## config.mk

```make
export PLATFORM = sky130hd
export DESIGN_NAME = synth_voice_allocator_unit
export DESIGN_NICKNAME = d
export VERILOG_FILES = /design/src/hw/rtl/sva_pkg.sv /design/src/hw/rtl/sva_front.sv /design/src/hw/rtl/sva_back.sv /design/src/hw/rtl/synth_voice_allocator_unit.sv
export SDC_FILE = /design/constraint.sdc
export NUM_CORES = 2
export LEC_CHECK = 0
export ABC_AREA = 1
export BUFFER_PORTS_ARGS = -buffer_cell sky130_fd_sc_hd__buf_2
export CAP_MARGIN = 20
export CORE_ASPECT_RATIO = 0.8
export CORE_MARGIN = 4
export CORE_UTILIZATION = 28
export DETAILED_ROUTE_END_ITERATION = 7
export GPL_TIMING_DRIVEN = 1
export PLACE_DENSITY = 0.48
export SLEW_MARGIN = 0
export SYNTH_ARGS = -nofsm -noshare
export SYNTH_HDL_FRONTEND = slang
export SYNTH_SLANG_ARGS = --single-unit
```

## constraint.sdc

```tcl
create_clock -name clk -period 9.5 [get_ports clk]
set_input_delay 0.475 -clock clk [delete_from_list [all_inputs] [get_ports clk]]
set_output_delay 0.475 -clock clk [all_outputs]
set_load 0.03 [all_outputs]
```

## src/hw/rtl/sva_pkg.sv

```systemverilog
// Shared types and constants for the voice allocator.
// No dependencies.
package sva_pkg;

	// Size of the voice table; the voice fields are four bits wide.
	localparam int NUM_VOICES = 16;

	localparam logic [2:0] PH_FREE    = 3'd0;
	localparam logic [2:0] PH_ATTACK  = 3'd1;
	localparam logic [2:0] PH_DECAY   = 3'd2;
	localparam logic [2:0] PH_SUSTAIN = 3'd3;
	localparam logic [2:0] PH_RELEASE = 3'd4;
	localparam logic [2:0] PH_IDLE    = 3'd5;

	localparam logic [1:0] REQ_ON   = 2'd0;
	localparam logic [1:0] REQ_OFF  = 2'd1;
	localparam logic [1:0] REQ_REP  = 2'd2;
	localparam logic [1:0] REQ_STOP = 2'd3;

	localparam logic [2:0] ACT_NONE    = 3'd0;
	localparam logic [2:0] ACT_FREE    = 3'd1;
	localparam logic [2:0] ACT_IDLE    = 3'd2;
	localparam logic [2:0] ACT_STEAL   = 3'd3;
	localparam logic [2:0] ACT_LEGATO  = 3'd4;
	localparam logic [2:0] ACT_MONO    = 3'd5;
	localparam logic [2:0] ACT_RELEASE = 3'd6;
	localparam logic [2:0] ACT_ACK     = 3'd7;

	localparam logic [1:0] VM_MONO   = 2'd1;
	localparam logic [1:0] VM_LEGATO = 2'd2;
	localparam logic [1:0] AM_RR     = 2'd0;
	localparam logic [1:0] AM_RAND   = 2'd2;

	localparam logic [1:0] REG_VOICE_MODE = 2'd0;
	localparam logic [1:0] REG_ALLOC_MODE = 2'd1;
	localparam logic [1:0] REG_GLIDE      = 2'd2;

	localparam logic [15:0] LFSR_MASK = 16'hB400;

	// One request word as held in the queue.
	typedef struct packed {
		logic [1:0] req_type;
		logic [6:0] key;
		logic [3:0] channel;
		logic [3:0] voice_index;
		logic [2:0] new_phase;
	} req_t;

	function automatic logic [15:0] lfsr_step(input logic [15:0] l);
		lfsr_step = l[0] ? ((l >> 1) ^ LFSR_MASK) : (l >> 1);
	endfunction

endpackage

```

## src/hw/rtl/sva_front.sv

```systemverilog
// Front end: accepts request words and holds them in a two-entry queue.
// Depends on sva_pkg.
module sva_front import sva_pkg::*; (
	input  logic clk,
	input  logic arst_n,
	input  logic start,
	output logic busy,
	input  req_t in_req,
	output logic q_valid,
	output req_t q_req,
	input  logic q_pop
);

	req_t       slot_q [2];
	logic       rd_q, wr_q;
	logic [1:0] cnt_q;

	assign busy    = (cnt_q == 2'd2);
	assign q_valid = (cnt_q != 2'd0);
	assign q_req   = slot_q[rd_q];

	// Queue storage and pointers.
	always_ff @(posedge clk or negedge arst_n) begin
		if (!arst_n) begin
			rd_q  <= 1'b0;
			wr_q  <= 1'b0;
			cnt_q <= 2'd0;
		end else begin
			if (start && !busy) begin
				slot_q[wr_q] <= in_req;
				wr_q <= ~wr_q;
			end
			if (q_pop) rd_q <= ~rd_q;
			cnt_q <= cnt_q + {1'b0, start && !busy} - {1'b0, q_pop};
		end
	end

endmodule

```

## src/hw/rtl/sva_back.sv

```systemverilog
// Back end: scans the voice table one voice per cycle and applies each request.
// Depends on sva_pkg.
module sva_back import sva_pkg::*; (
	input  logic       clk,
	input  logic       arst_n,
	input  logic       q_valid,
	input  req_t       q_req,
	output logic       q_pop,
	input  logic       cfg_we,
	input  logic [1:0] cfg_index,
	input  logic [1:0] cfg_data,
	output logic       done,
	output logic [2:0] action,
	output logic [3:0] voice,
	output logic       glide,
	output logic [6:0] evicted_key,
	output logic [31:0] note_age
);

	localparam int VW = $clog2(NUM_VOICES);

	typedef enum logic [2:0] {S_IDLE, S_FREE, S_RAND, S_SCAN, S_APPLY} state_t;

	state_t      state_q;
	logic [2:0]  phase_q [NUM_VOICES];
	logic [31:0] age_q   [NUM_VOICES];
	logic [6:0]  key_q   [NUM_VOICES];
	logic [3:0]  chan_q  [NUM_VOICES];
	logic [NUM_VOICES-1:0] hold_q;
	logic [1:0]  vmode_q, amode_q;
	logic        glide_en_q;
	logic [VW-1:0] rr_q;
	logic [31:0] agec_q;
	logic [7:0]  held_q;
	logic [15:0] lfsr_q;
	req_t        req_q;
	logic [VW:0] cnt_q;
	logic [VW-1:0] pos_q;
	logic        fnd_free_q, fnd_idle_q, fnd_steal_q, fnd_off_q;
	logic [VW-1:0] free_v_q, idle_v_q, steal_v_q, off_v_q;
	logic [2:0]  steal_p_q;

	logic [15:0] lfsr_n;
	logic [VW-1:0] rand_v;
	logic [2:0]  cur_ph, cur_p;
	logic        mono;

	// The voice count is a power of two, so the probe is the low bits of the LFSR.
	assign lfsr_n = lfsr_step(lfsr_q);
	assign rand_v = lfsr_n[VW-1:0];
	assign cur_ph = phase_q[pos_q];
	assign mono   = (vmode_q == VM_MONO) || (vmode_q == VM_LEGATO);
	assign q_pop  = (state_q == S_IDLE) && q_valid;

	// Steal rank of the voice under scan.
	always_comb begin
		case (cur_ph)
			PH_SUSTAIN: cur_p = 3'd4;
			PH_RELEASE: cur_p = 3'd3;
			PH_DECAY:   cur_p = 3'd2;
			PH_ATTACK:  cur_p = 3'd1;
			default:    cur_p = 3'd0;
		endcase
	end

	// Sequencer: takes a word, scans the table, then applies the result.
	always_ff @(posedge clk or negedge arst_n) begin
		logic [VW-1:0] v;
		logic [2:0]    act;
		logic [6:0]    ek;
		if (!arst_n) begin
			state_q    <= S_IDLE;
			for (int i = 0; i < NUM_VOICES; i++) begin
				phase_q[i] <= PH_FREE;
				age_q[i]   <= '0;
			end
			hold_q     <= '0;
			vmode_q    <= '0;
			amode_q    <= '0;
			glide_en_q <= 1'b0;
			rr_q       <= '0;
			agec_q     <= '0;
			held_q     <= '0;
			lfsr_q     <= 16'd1;
			done       <= 1'b0;
			action     <= ACT_NONE;
			voice      <= '0;
			glide      <= 1'b0;
			evicted_key <= '0;
			note_age   <= '0;
		end else begin
			done <= 1'b0;
			if (cfg_we) begin
				case (cfg_index)
					REG_VOICE_MODE: begin vmode_q <= cfg_data; held_q <= '0; end
					REG_ALLOC_MODE: amode_q <= cfg_data;
					REG_GLIDE:      glide_en_q <= cfg_data[0];
					default: ;
				endcase
			end
			case (state_q)
				S_IDLE: begin
					if (q_valid) begin
						req_q       <= q_req;
						cnt_q       <= '0;
						fnd_free_q  <= 1'b0;
						fnd_idle_q  <= 1'b0;
						fnd_steal_q <= 1'b0;
						fnd_off_q   <= 1'b0;
						steal_p_q   <= '0;
						if (q_req.req_type == REQ_ON && !mono) begin
							if (amode_q == AM_RAND) begin
								state_q <= S_RAND;
							end else begin
								pos_q   <= (amode_q == AM_RR) ? rr_q : '0;
								state_q <= S_FREE;
							end
						end else if (q_req.req_type == REQ_OFF && !mono) begin
							pos_q   <= '0;
							state_q <= S_SCAN;
						end else begin
							state_q <= S_APPLY;
						end
					end
				end
				S_FREE: begin
					if (cur_ph == PH_FREE) begin
						fnd_free_q <= 1'b1;
						free_v_q   <= pos_q;
						pos_q      <= '0;
						state_q    <= S_APPLY;
					end else if (cnt_q == (VW+1)'(NUM_VOICES - 1)) begin
						pos_q   <= '0;
						cnt_q   <= '0;
						state_q <= S_SCAN;
					end else begin
						cnt_q <= cnt_q + 1'b1;
						pos_q <= (pos_q == VW'(NUM_VOICES - 1)) ? '0 : pos_q + 1'b1;
					end
				end
				S_RAND: begin
					lfsr_q <= lfsr_n;
					if (phase_q[rand_v] == PH_FREE) begin
						fnd_free_q <= 1'b1;
						free_v_q   <= rand_v;
						state_q    <= S_APPLY;
					end else if (cnt_q == (VW+1)'(NUM_VOICES - 1)) begin
						pos_q   <= '0;
						cnt_q   <= '0;
						state_q <= S_SCAN;
					end else begin
						cnt_q <= cnt_q + 1'b1;
					end
				end
				S_SCAN: begin
					// Idle / steal search for note on, match search for note off.
					if (req_q.req_type == REQ_OFF) begin
						if (!fnd_off_q && hold_q[pos_q] && key_q[pos_q] == req_q.key
							&& chan_q[pos_q] == req_q.channel) begin
							fnd_off_q <= 1'b1;
							off_v_q   <= pos_q;
						end
					end else begin
						if (cur_ph == PH_IDLE &&
							(!fnd_idle_q || age_q[pos_q] < age_q[idle_v_q])) begin
							fnd_idle_q <= 1'b1;
							idle_v_q   <= pos_q;
						end
						if (cur_p != 3'd0 && (!fnd_steal_q || cur_p > steal_p_q ||
							(cur_p == steal_p_q && age_q[pos_q] < age_q[steal_v_q]))) begin
							fnd_steal_q <= 1'b1;
							steal_v_q   <= pos_q;
							steal_p_q   <= cur_p;
						end
					end
					if (cnt_q == (VW+1)'(NUM_VOICES - 1)) begin
						state_q <= S_APPLY;
					end else begin
						cnt_q <= cnt_q + 1'b1;
						pos_q <= pos_q + 1'b1;
					end
				end
				S_APPLY: begin
					state_q     <= S_IDLE;
					done        <= 1'b1;
					action      <= ACT_NONE;
					voice       <= '0;
					glide       <= 1'b0;
					evicted_key <= '0;
					note_age    <= '0;
					case (req_q.req_type)
						REQ_ON: begin
							v   = '0;
							act = ACT_NONE;
							ek  = '0;
							if (mono) begin
								if (phase_q[0] == PH_FREE) act = ACT_FREE;
								else if (phase_q[0] == PH_IDLE) act = ACT_IDLE;
								else begin
									ek  = key_q[0];
									act = (vmode_q == VM_LEGATO) ? ACT_LEGATO : ACT_MONO;
								end
								if (held_q != 8'hFF) held_q <= held_q + 1'b1;
							end else if (fnd_free_q) begin
								v = free_v_q; act = ACT_FREE;
								if (amode_q == AM_RR || amode_q == AM_RAND)
									rr_q <= (free_v_q == VW'(NUM_VOICES - 1)) ? '0
										: free_v_q + 1'b1;
							end else if (fnd_idle_q) begin
								v = idle_v_q; act = ACT_IDLE;
							end else if (fnd_steal_q) begin
								v = steal_v_q; act = ACT_STEAL; ek = key_q[steal_v_q];
							end
							if (act != ACT_NONE) begin
								action      <= act;
								voice       <= 4'(v);
								glide       <= (phase_q[v] != PH_FREE) ? glide_en_q : 1'b0;
								evicted_key <= ek;
								note_age    <= agec_q;
								agec_q      <= agec_q + 1'b1;
								age_q[v]    <= agec_q;
								key_q[v]    <= req_q.key;
								chan_q[v]   <= req_q.channel;
								hold_q[v]   <= 1'b1;
								if (act != ACT_LEGATO) phase_q[v] <= PH_ATTACK;
							end
						end
						REQ_OFF: begin
							if (mono) begin
								if (held_q <= 8'd1) begin
									held_q <= '0;
									if (phase_q[0] >= PH_ATTACK && phase_q[0] <= PH_SUSTAIN) begin
										phase_q[0] <= PH_RELEASE;
										action     <= ACT_RELEASE;
									end
								end else begin
									held_q <= held_q - 1'b1;
								end
							end else if (fnd_off_q && phase_q[off_v_q] >= PH_ATTACK
								&& phase_q[off_v_q] <= PH_SUSTAIN) begin
								phase_q[off_v_q] <= PH_RELEASE;
								action <= ACT_RELEASE;
								voice  <= 4'(off_v_q);
							end
						end
						REQ_REP: begin
							if ({1'b0, req_q.voice_index} < 5'(NUM_VOICES)
								&& phase_q[VW'(req_q.voice_index)] != PH_FREE
								&& (req_q.new_phase == PH_DECAY
								|| req_q.new_phase == PH_SUSTAIN
								|| req_q.new_phase == PH_IDLE)) begin
								phase_q[VW'(req_q.voice_index)] <= req_q.new_phase;
								if (req_q.new_phase == PH_IDLE)
									hold_q[VW'(req_q.voice_index)] <= 1'b0;
								action <= ACT_ACK;
								voice  <= req_q.voice_index;
							end
						end
						default: begin
							if ({1'b0, req_q.voice_index} < 5'(NUM_VOICES)) begin
								phase_q[VW'(req_q.voice_index)] <= PH_FREE;
								hold_q[VW'(req_q.voice_index)]  <= 1'b0;
								action <= ACT_ACK;
								voice  <= req_q.voice_index;
							end
						end
					endcase
				end
				default: state_q <= S_IDLE;
			endcase
		end
	end

endmodule

```

## src/hw/rtl/synth_voice_allocator_unit.sv

```systemverilog
// Top level of the voice allocator: front queue plus table sequencer.
// Depends on sva_pkg, sva_front and sva_back.
//
// A request word is taken when start is high and busy is low; up to two words
// queue while the back end works. Each word yields one result, shown on the
// result ports for one cycle with done high; the receiver cannot stall. Phase
// reports, hard stops and mono or legato words go straight to the apply step.
// A poly note-off first runs a match scan of the table. A poly note-on runs
// the free search, one voice or one random probe per cycle, then, if no free
// voice is found, an idle and steal scan of the table, one voice per cycle.
module synth_voice_allocator_unit import sva_pkg::*; (
	input  logic        clk,
	input  logic        arst_n,
	input  logic        start,
	output logic        busy,
	input  logic [1:0]  req_type,
	input  logic [6:0]  key,
	input  logic [3:0]  channel,
	input  logic [3:0]  voice_index,
	input  logic [2:0]  new_phase,
	input  logic        cfg_we,
	input  logic [1:0]  cfg_index,
	input  logic [1:0]  cfg_data,
	output logic        done,
	output logic [2:0]  action,
	output logic [3:0]  voice,
	output logic        glide,
	output logic [6:0]  evicted_key,
	output logic [31:0] note_age
);

	req_t in_req, q_req;
	logic q_valid, q_pop;

	assign in_req = '{req_type: req_type, key: key, channel: channel,
		voice_index: voice_index, new_phase: new_phase};

	// Request queue.
	sva_front u_front (
		.clk(clk), .arst_n(arst_n), .start(start), .busy(busy), .in_req(in_req),
		.q_valid(q_valid), .q_req(q_req), .q_pop(q_pop)
	);

	// Table sequencer.
	sva_back u_back (
		.clk(clk), .arst_n(arst_n), .q_valid(q_valid), .q_req(q_req), .q_pop(q_pop),
		.cfg_we(cfg_we), .cfg_index(cfg_index), .cfg_data(cfg_data), .done(done),
		.action(action), .voice(voice), .glide(glide), .evicted_key(evicted_key),
		.note_age(note_age)
	);

endmodule
```

======== Word-level counts from Yosys, hierarchy flattened ========
Memories as Yosys holds them, arrays and structs flattened. A register that Yosys moved wholly into a read port is not among the register bits.
Index checks and enable logic that the tools add are counted.
word-level totals
  RAM bits ................................ 216
  input bits .............................. 28
  bits in registers ....................... 748
  logic and storage cells ................. 408
  output and inout bits ................... 49
  memories kept ........................... 3
memory list
  name            words  width  rd ports  clocked after Yosys merged registers in  wr ports  RTL line         source
  u_back.key_q    16     7      3         2                                        1         sva_back.sv:27   logic [6:0] key_q [NUM_VOICES];
  u_back.chan_q   16     4      1         1                                        1         sva_back.sv:28   logic [3:0] chan_q [NUM_VOICES];
  u_front.slot_q  2      20     1         0                                        1         sva_front.sv:14  req_t slot_q [2];
operators by class
  $lt $le $gt $ge ......................... 23
  mux-type cells .......................... 161
  equal/unequal tests ..................... 54
  $add $sub $neg .......................... 8
  bitwise logic cells ..................... 23
  reductions and logical operators ........ 70
operators by type and width
  operator                                                  number
  bitwise mux 512 bit                                       1
  binary-select mux 32 bit (select 4 bit)                   3
  2-to-1 mux 32 bit                                         9
  2-to-1 mux 48 bit                                         4
  case mux 48 bit (3 select lines)                          1
  demux 32 bit (select 4 bit)                               1
  2-to-1 mux 3 bit                                          39
  2-to-1 mux 4 bit                                          27
  bitwise AND 32 bit                                        2
  less-than comparator 32 bit                               2
  2-to-1 mux 16 bit                                         4
  NOT 32 bit                                                2
  binary-select mux 3 bit (select 4 bit)                    5
  2-to-1 mux 7 bit                                          8
  2-to-1 mux 8 bit                                          7
  bitwise AND 48 bit                                        1
  bitwise mux 48 bit                                        1
  NOT 48 bit                                                1
  OR 16 bit                                                 3
  case mux 16 bit (3 select lines)                          1
  2-to-1 mux 45 bit                                         1
  demux 3 bit (select 4 bit)                                3
  greater-or-equal comparator 5 bit, second input constant  7
  NOT 4 -> 5 bit                                            7
  other kinds (63)                                          199

======== Depth between registers and ports, before layout ========
  word-level depth ........................ 16
  mapped depth ............................ 27
  gate-level depth less buffers ........... 23

======== By module ========
From an unflattened synthesis, not the netlist that was laid out.
unflattened totals
  cell total of the unflattened synthesis .. 7529
  area total of the unflattened synthesis .. 57113.5 µm²
modules (own cells, without submodules)
  module     times used  area an instance (µm²)  sequential area each (µm²)  cells each
  sva_back   1           55413.1                 24324.6                     7395
  sva_front  1           1700.4                  1301.2                      134

======== Worst setup path after synthesis ========
No wires, ideal clock.
  kind .................................... flip-flop to flip-flop
  from .................................... reg u_back.pos_q[0]
  to ...................................... reg u_back.fnd_steal_q (enable)
  arrival ................................. 3.580 ns
  period minus slack after synthesis ...... 3.919 ns
  path buffers ............................ 7
  slack ................................... 5.581 ns
  cell stages (with the launch flop) ...... 24
  library setup time ...................... 0.339 ns
  cell sequence ........................... edfxtp_1 > buf_2 > buf_4 > buf_2 > buf_2 > buf_2 > buf_2 > buf_1 > a21oi_1 > o21ai_0 > o21ai_0 > o2111ai_1 > nand2_1 > ha_1 > a21oi_1 > nor2_1 > a211oi_1 > o221a_2 > nand2_1 > nand2_1 > nand2_1 > nand2_1 > nand2_1 > a21oi_1
on the way
  word-level cells in the longest chain between the ends .. 12
RTL lines
  item                                                                                 RTL line                         source
  from (decl)                                                                          sva_back.sv:38                   logic [VW-1:0] pos_q;
  from (signal assigned)                                                               sva_back.sv:115                  pos_q <= (amode_q == AM_RR) ? rr_q : '0;
  from (signal assigned)                                                               sva_back.sv:138                  pos_q <= (pos_q == VW'(NUM_VOICES - 1)) ? '0 : pos_q + 1'b1;
  from (signal assigned)                                                               sva_back.sv:180                  pos_q <= pos_q + 1'b1;
  NOT 4 -> 5 bit (not written as such) *                                               sva_back.sv:51, sva_back.sv:170
  parallel branches: the longest is 8 deep, another holds less-than comparator 32 bit  -
  logical AND 1 bit *                                                                  sva_back.sv:169                  if (cur_p != 3'd0 && (!fnd_steal_q || cur_p > steal_p_q ||
  inequality test 2 x 1 -> 1 bit (no source line) *                                    -
  AND reduction 5 bit (no source line) *                                               -
  to (signal assigned)                                                                 sva_back.sv:108                  fnd_steal_q <= 1'b0;
  to (signal assigned)                                                                 sva_back.sv:171                  fnd_steal_q <= 1'b1;
  to (decl)                                                                            sva_back.sv:39                   logic fnd_free_q, fnd_idle_q, fnd_steal_q, fnd_off_q;
Every way passes the cells marked *. The select of a mux whose other input is x is not followed.
A chain may end at the register's enable or synchronous reset.

======== Final worst setup path ========
  from .................................... reg u_back.pos_q[2]
  to ...................................... reg u_back.steal_v_q[2] (enable)
on the way
  word-level cells in the longest chain between the ends .. 11
RTL lines
  item                                                                                 RTL line                         source
  NOT 4 -> 5 bit (not written as such) *                                               sva_back.sv:51, sva_back.sv:170
  parallel branches: the longest is 8 deep, another holds less-than comparator 32 bit  -
  logical AND 1 bit *                                                                  sva_back.sv:169
  AND reduction 4 bit (no source line) *                                               -
  to (signal assigned)                                                                 sva_back.sv:172                  steal_v_q <= pos_q;
  to (decl)                                                                            sva_back.sv:40                   logic [VW-1:0] free_v_q, idle_v_q, steal_v_q, off_v_q;
Marks and branches as above.

==> impl_metrics.env <==
export IMPL_status="completed"
export IMPL_critPathKind="reg -> reg"
export IMPL_max_vdd_ir_drop_mv=0.136
export IMPL_layout_commonest_cell="o21ai_0"
export IMPL_worst_slew_pin_transition_ns=1.24
export IMPL_synth_lib_cells_used_distinct=67
export IMPL_post_route_period_util=0.619
export IMPL_rsz0062_at_grt="false"
export IMPL_critical_path_endpoint_type="register"
export IMPL_worst_r2r_cell_count=14
export IMPL_worst_hold_path_endpoint="u_back.vmode_q[1]"
export IMPL_nets=7332
export IMPL_timing_hold_worst_start="cfg_data[1]"
export IMPL_routed_via_count=55500
export IMPL_worstSkewPairLatency_ns=0.76
export IMPL_slew_violations=0
export IMPL_total_global_routing_overflow=0
export IMPL_critPathLaunchType="register"
export IMPL_synthToLayoutAreaGrowth_pct=11.6
export IMPL_total_leakage_power_nw=25.3
export IMPL_path_clk_slew_ns=0.07
export IMPL_htree_num_levels=3
export IMPL_final_cell_count_no_fill=10000
export IMPL_ff2ff_setup_slack_ns=3.62
export IMPL_ys_seq_elements=972
export IMPL_final_hold_viol_count=0
export IMPL_die_height_um=411
export IMPL_finalWorstSetupSlack_ns=3.62
export IMPL_drt_pass1_iter_count=6
export IMPL_fin_tns_setup_ns=0
export IMPL_nets_in_the_synthesized_netlist=7605
export IMPL_fmax_mhz=170
export IMPL_numPlacedInstances=9772
export IMPL_globalRouteTotalUtil=0.220
export IMPL_place_gp_congestion=0.928
export IMPL_origin_of_the_critical_flop_to_flop_path="u_back.pos_q[2]"
export IMPL_power_density_cell_area_nw_per_um2=223
export IMPL_final_setup_viol_count=0
export IMPL_syn_area_sq_um=56800
export IMPL_critPathArrivalTime_ns=6.37
export IMPL_area_of_the_core_region_sq_um=201000
export IMPL_layout_area_seq_sq_um=25600
export IMPL_finalCriticalPeriod_ns=5.88
export IMPL_final_layout_size_suffix_gt1_frac=0.0642
export IMPL_cts_tree="yes"
export IMPL_initial_core_util=0.282
export IMPL_synth_enable_flop_cells=268
export IMPL_skew_ns=0.0300
export IMPL_postCtsSetupBuffers=0
export IMPL_finalPower_mw=14.1
export IMPL_multiInputGateArea_sq_um=26700
export IMPL_drt_wl_total_um=238000
export IMPL_post_dp_hpwl_um=136000
export IMPL_worst_slew_margin_rel=0.171
export IMPL_placementRows=147
export IMPL_critPathRequiredTime_ns=9.99
export IMPL_detail_route_drc_violations=0
export IMPL_die_area_sq_um=210000
export IMPL_share_of_the_yosys_chip_area_belonging_to_registers=0.451
export IMPL_number_of_antenna_violations_at_the_first_check_in_global_routing=7
export IMPL_grt_pass1_wl_um=353000
export IMPL_average_instance_area_after_synthesis_sq_um=7.57
export IMPL_preCtsSetupSlack_ns=3.83
export IMPL_cts_buffers=112
export IMPL_numPortBuffers=76
export IMPL_most_common_layout_cells="o21ai_0, nand2_1, dfrtp_1"
export IMPL_dominant_synthesized_flop_cell="dfrtp_1"
export IMPL_clock_path_buffers=3
export IMPL_boundaryPins=77
export IMPL_cts_resized=0
export IMPL_critPathMaxFanout=22
export IMPL_timing_hold_worst_class="in -> reg"
export IMPL_timing_rr_end="u_back.steal_v_q[2]"
export IMPL_layout_fillers=21500
export IMPL_synthesis_instances=7500
export IMPL_holdPathStages=3
export IMPL_largest_net_degree_at_the_start_of_global_routing=174
export IMPL_ys_async_sr_fraction=0.716
export IMPL_iter_0_drt_violations=7348
export IMPL_ant_nets=0
export IMPL_clock_sinks=972
export IMPL_max_cap_viol_count=0
export IMPL_yosysWarnings=0
export IMPL_horizontal_die_dimension_um=512
export IMPL_drt_vias_per_instance=5.55
export IMPL_routedWlPerCell_um=23.8
export IMPL_via_count_of_the_first_global_routing_pass=51600
export IMPL_cts_root_buf="clkbuf_16"
layer usage:
layer / track usage / vias to the layer above / wire length [um]
li1: - / 25300 / -
met4: 0.0652 / 0 / 7360
met1: 0.323 / 26900 / 110000
met3: 0.0413 / 432 / 21500
met5: 0 / - / 0
met2: 0.326 / 2896 / 99500
cell type report:
cell class,instances,area share
Antenna cell,4,0.000158
Clock buffer,146,0.0486
Clock inverter,63,0.0108
Inverter,619,0.0370
Multi-Input combinational cell,5315,0.421
Sequential cell,972,0.404
Tap cell,2682,0.0529
Timing Repair Buffer,207,0.0251
power by group:
part | internal (mW) | switching, mW | leakage (nW)
logic | 1.20 | 3.28 | 11.3
clock network | 2.61 | 1.94 | 1.85
registers | 4.69 | 0.421 | 12.2
total | 8.50 | 5.64 | 25.3
worst max-delay path, cell delays in order, from the launching register on:
cell       delay [ns]
edfxtp_1         0.82
nand2_4          0.48
inv_2            0.91
nand2_1          0.10
o2111ai_1        0.21
nand2_1          0.19
ha_1             0.40
nand4_1          0.19
or3_1            0.47
nor4_1           0.83
nand2_1          0.25
nand2_1          0.21
nand2_1          0.17
nand3_1          0.19
inv_1            0.13
worst max path at each step:
stage | start | to | slack, ns | cells after the start
2_1_floorplan | u_back.pos_q[0] | u_back.fnd_steal_q | 5.58 | 23
3_3_place_gp | u_back.idle_v_q[0] | u_back.idle_v_q[0] | 3.78 | 21
3_5_place_dp | u_back.steal_v_q[0] | u_back.fnd_steal_q | 3.83 | 19
4_1_cts | u_back.steal_v_q[0] | u_back.fnd_steal_q | 3.78 | 19
5_1_grt | u_back.steal_v_q[0] | u_back.steal_p_q[0] | 3.29 | 19
6_report | u_back.pos_q[2] | u_back.steal_v_q[2] | 3.62 | 14
cell families after synthesis:
family	Yosys count	share of synthesized area
compound gates	2829	0.272
xor+xnor	52	0.00802
buf+inv	1213	0.0822
fa+ha+maj	77	0.0170
simple gates	2357	0.170
flops	972	0.451
sequential cells by signal, summed over array words and instances, names as in the netlist, 8 cells and up, named ones only:
register	count
u_back.note_age	32
u_back.req_q	20
u_back.agec_q	32
u_back.age_q	512
u_back.lfsr_q	16
u_back.held_q	8
u_back.phase_q	48
u_back.chan_q	64
u_back.key_q	112
u_front.slot_q	40
u_back.hold_q	16
repair_timing:
action                                  in CTS  in global routing
endpoints found under the hold margin       71                  0
hold buffers                                21                  0
endpoints found under the setup margin       0                  0
cells in the mapped netlist, drive strengths merged (6+ instances only):
library cell | instances | share of area
inv | 608 | 0.040
a22oi | 6 | 0.00079
o22ai | 52 | 0.0057
clkbuf | 442 | 0.029
o2111ai | 64 | 0.0099
buf | 152 | 0.012
a31oi | 15 | 0.0017
xnor2 | 7 | 0.0011
xor2 | 45 | 0.0069
o211ai | 171 | 0.023
nor4 | 11 | 0.0015
nand4 | 29 | 0.0037
nand2 | 1435 | 0.095
ha | 77 | 0.017
nor2 | 436 | 0.029
dfrtp | 695 | 0.31
clkinv | 11 | 0.00082
a211oi | 31 | 0.0041
dfxtp | 8 | 0.0028
nand3 | 382 | 0.034
o21ai | 1714 | 0.15
o31ai | 9 | 0.0012
edfxtp | 268 | 0.14
o221ai | 65 | 0.010
a21oi | 665 | 0.059
nor3 | 54 | 0.0050
stage by stage:
| step | hold WS [ns] | area, sq um | utilization |
|---|---|---|---|
| 6_report | 0.0561 | 63400 | 0.315 |
| 5_1_grt | 0.0377 | 63400 | 0.315 |
| 4_1_cts | 0.00420 | 63300 | 0.315 |
| 3_5_place_dp | 0.436 | 59400 | 0.295 |
| 3_3_place_gp | 0.433 | 59300 | 0.295 |
| 2_1_floorplan | 0.179 | 56800 | - |
Power figures use the tool's default switching activity.
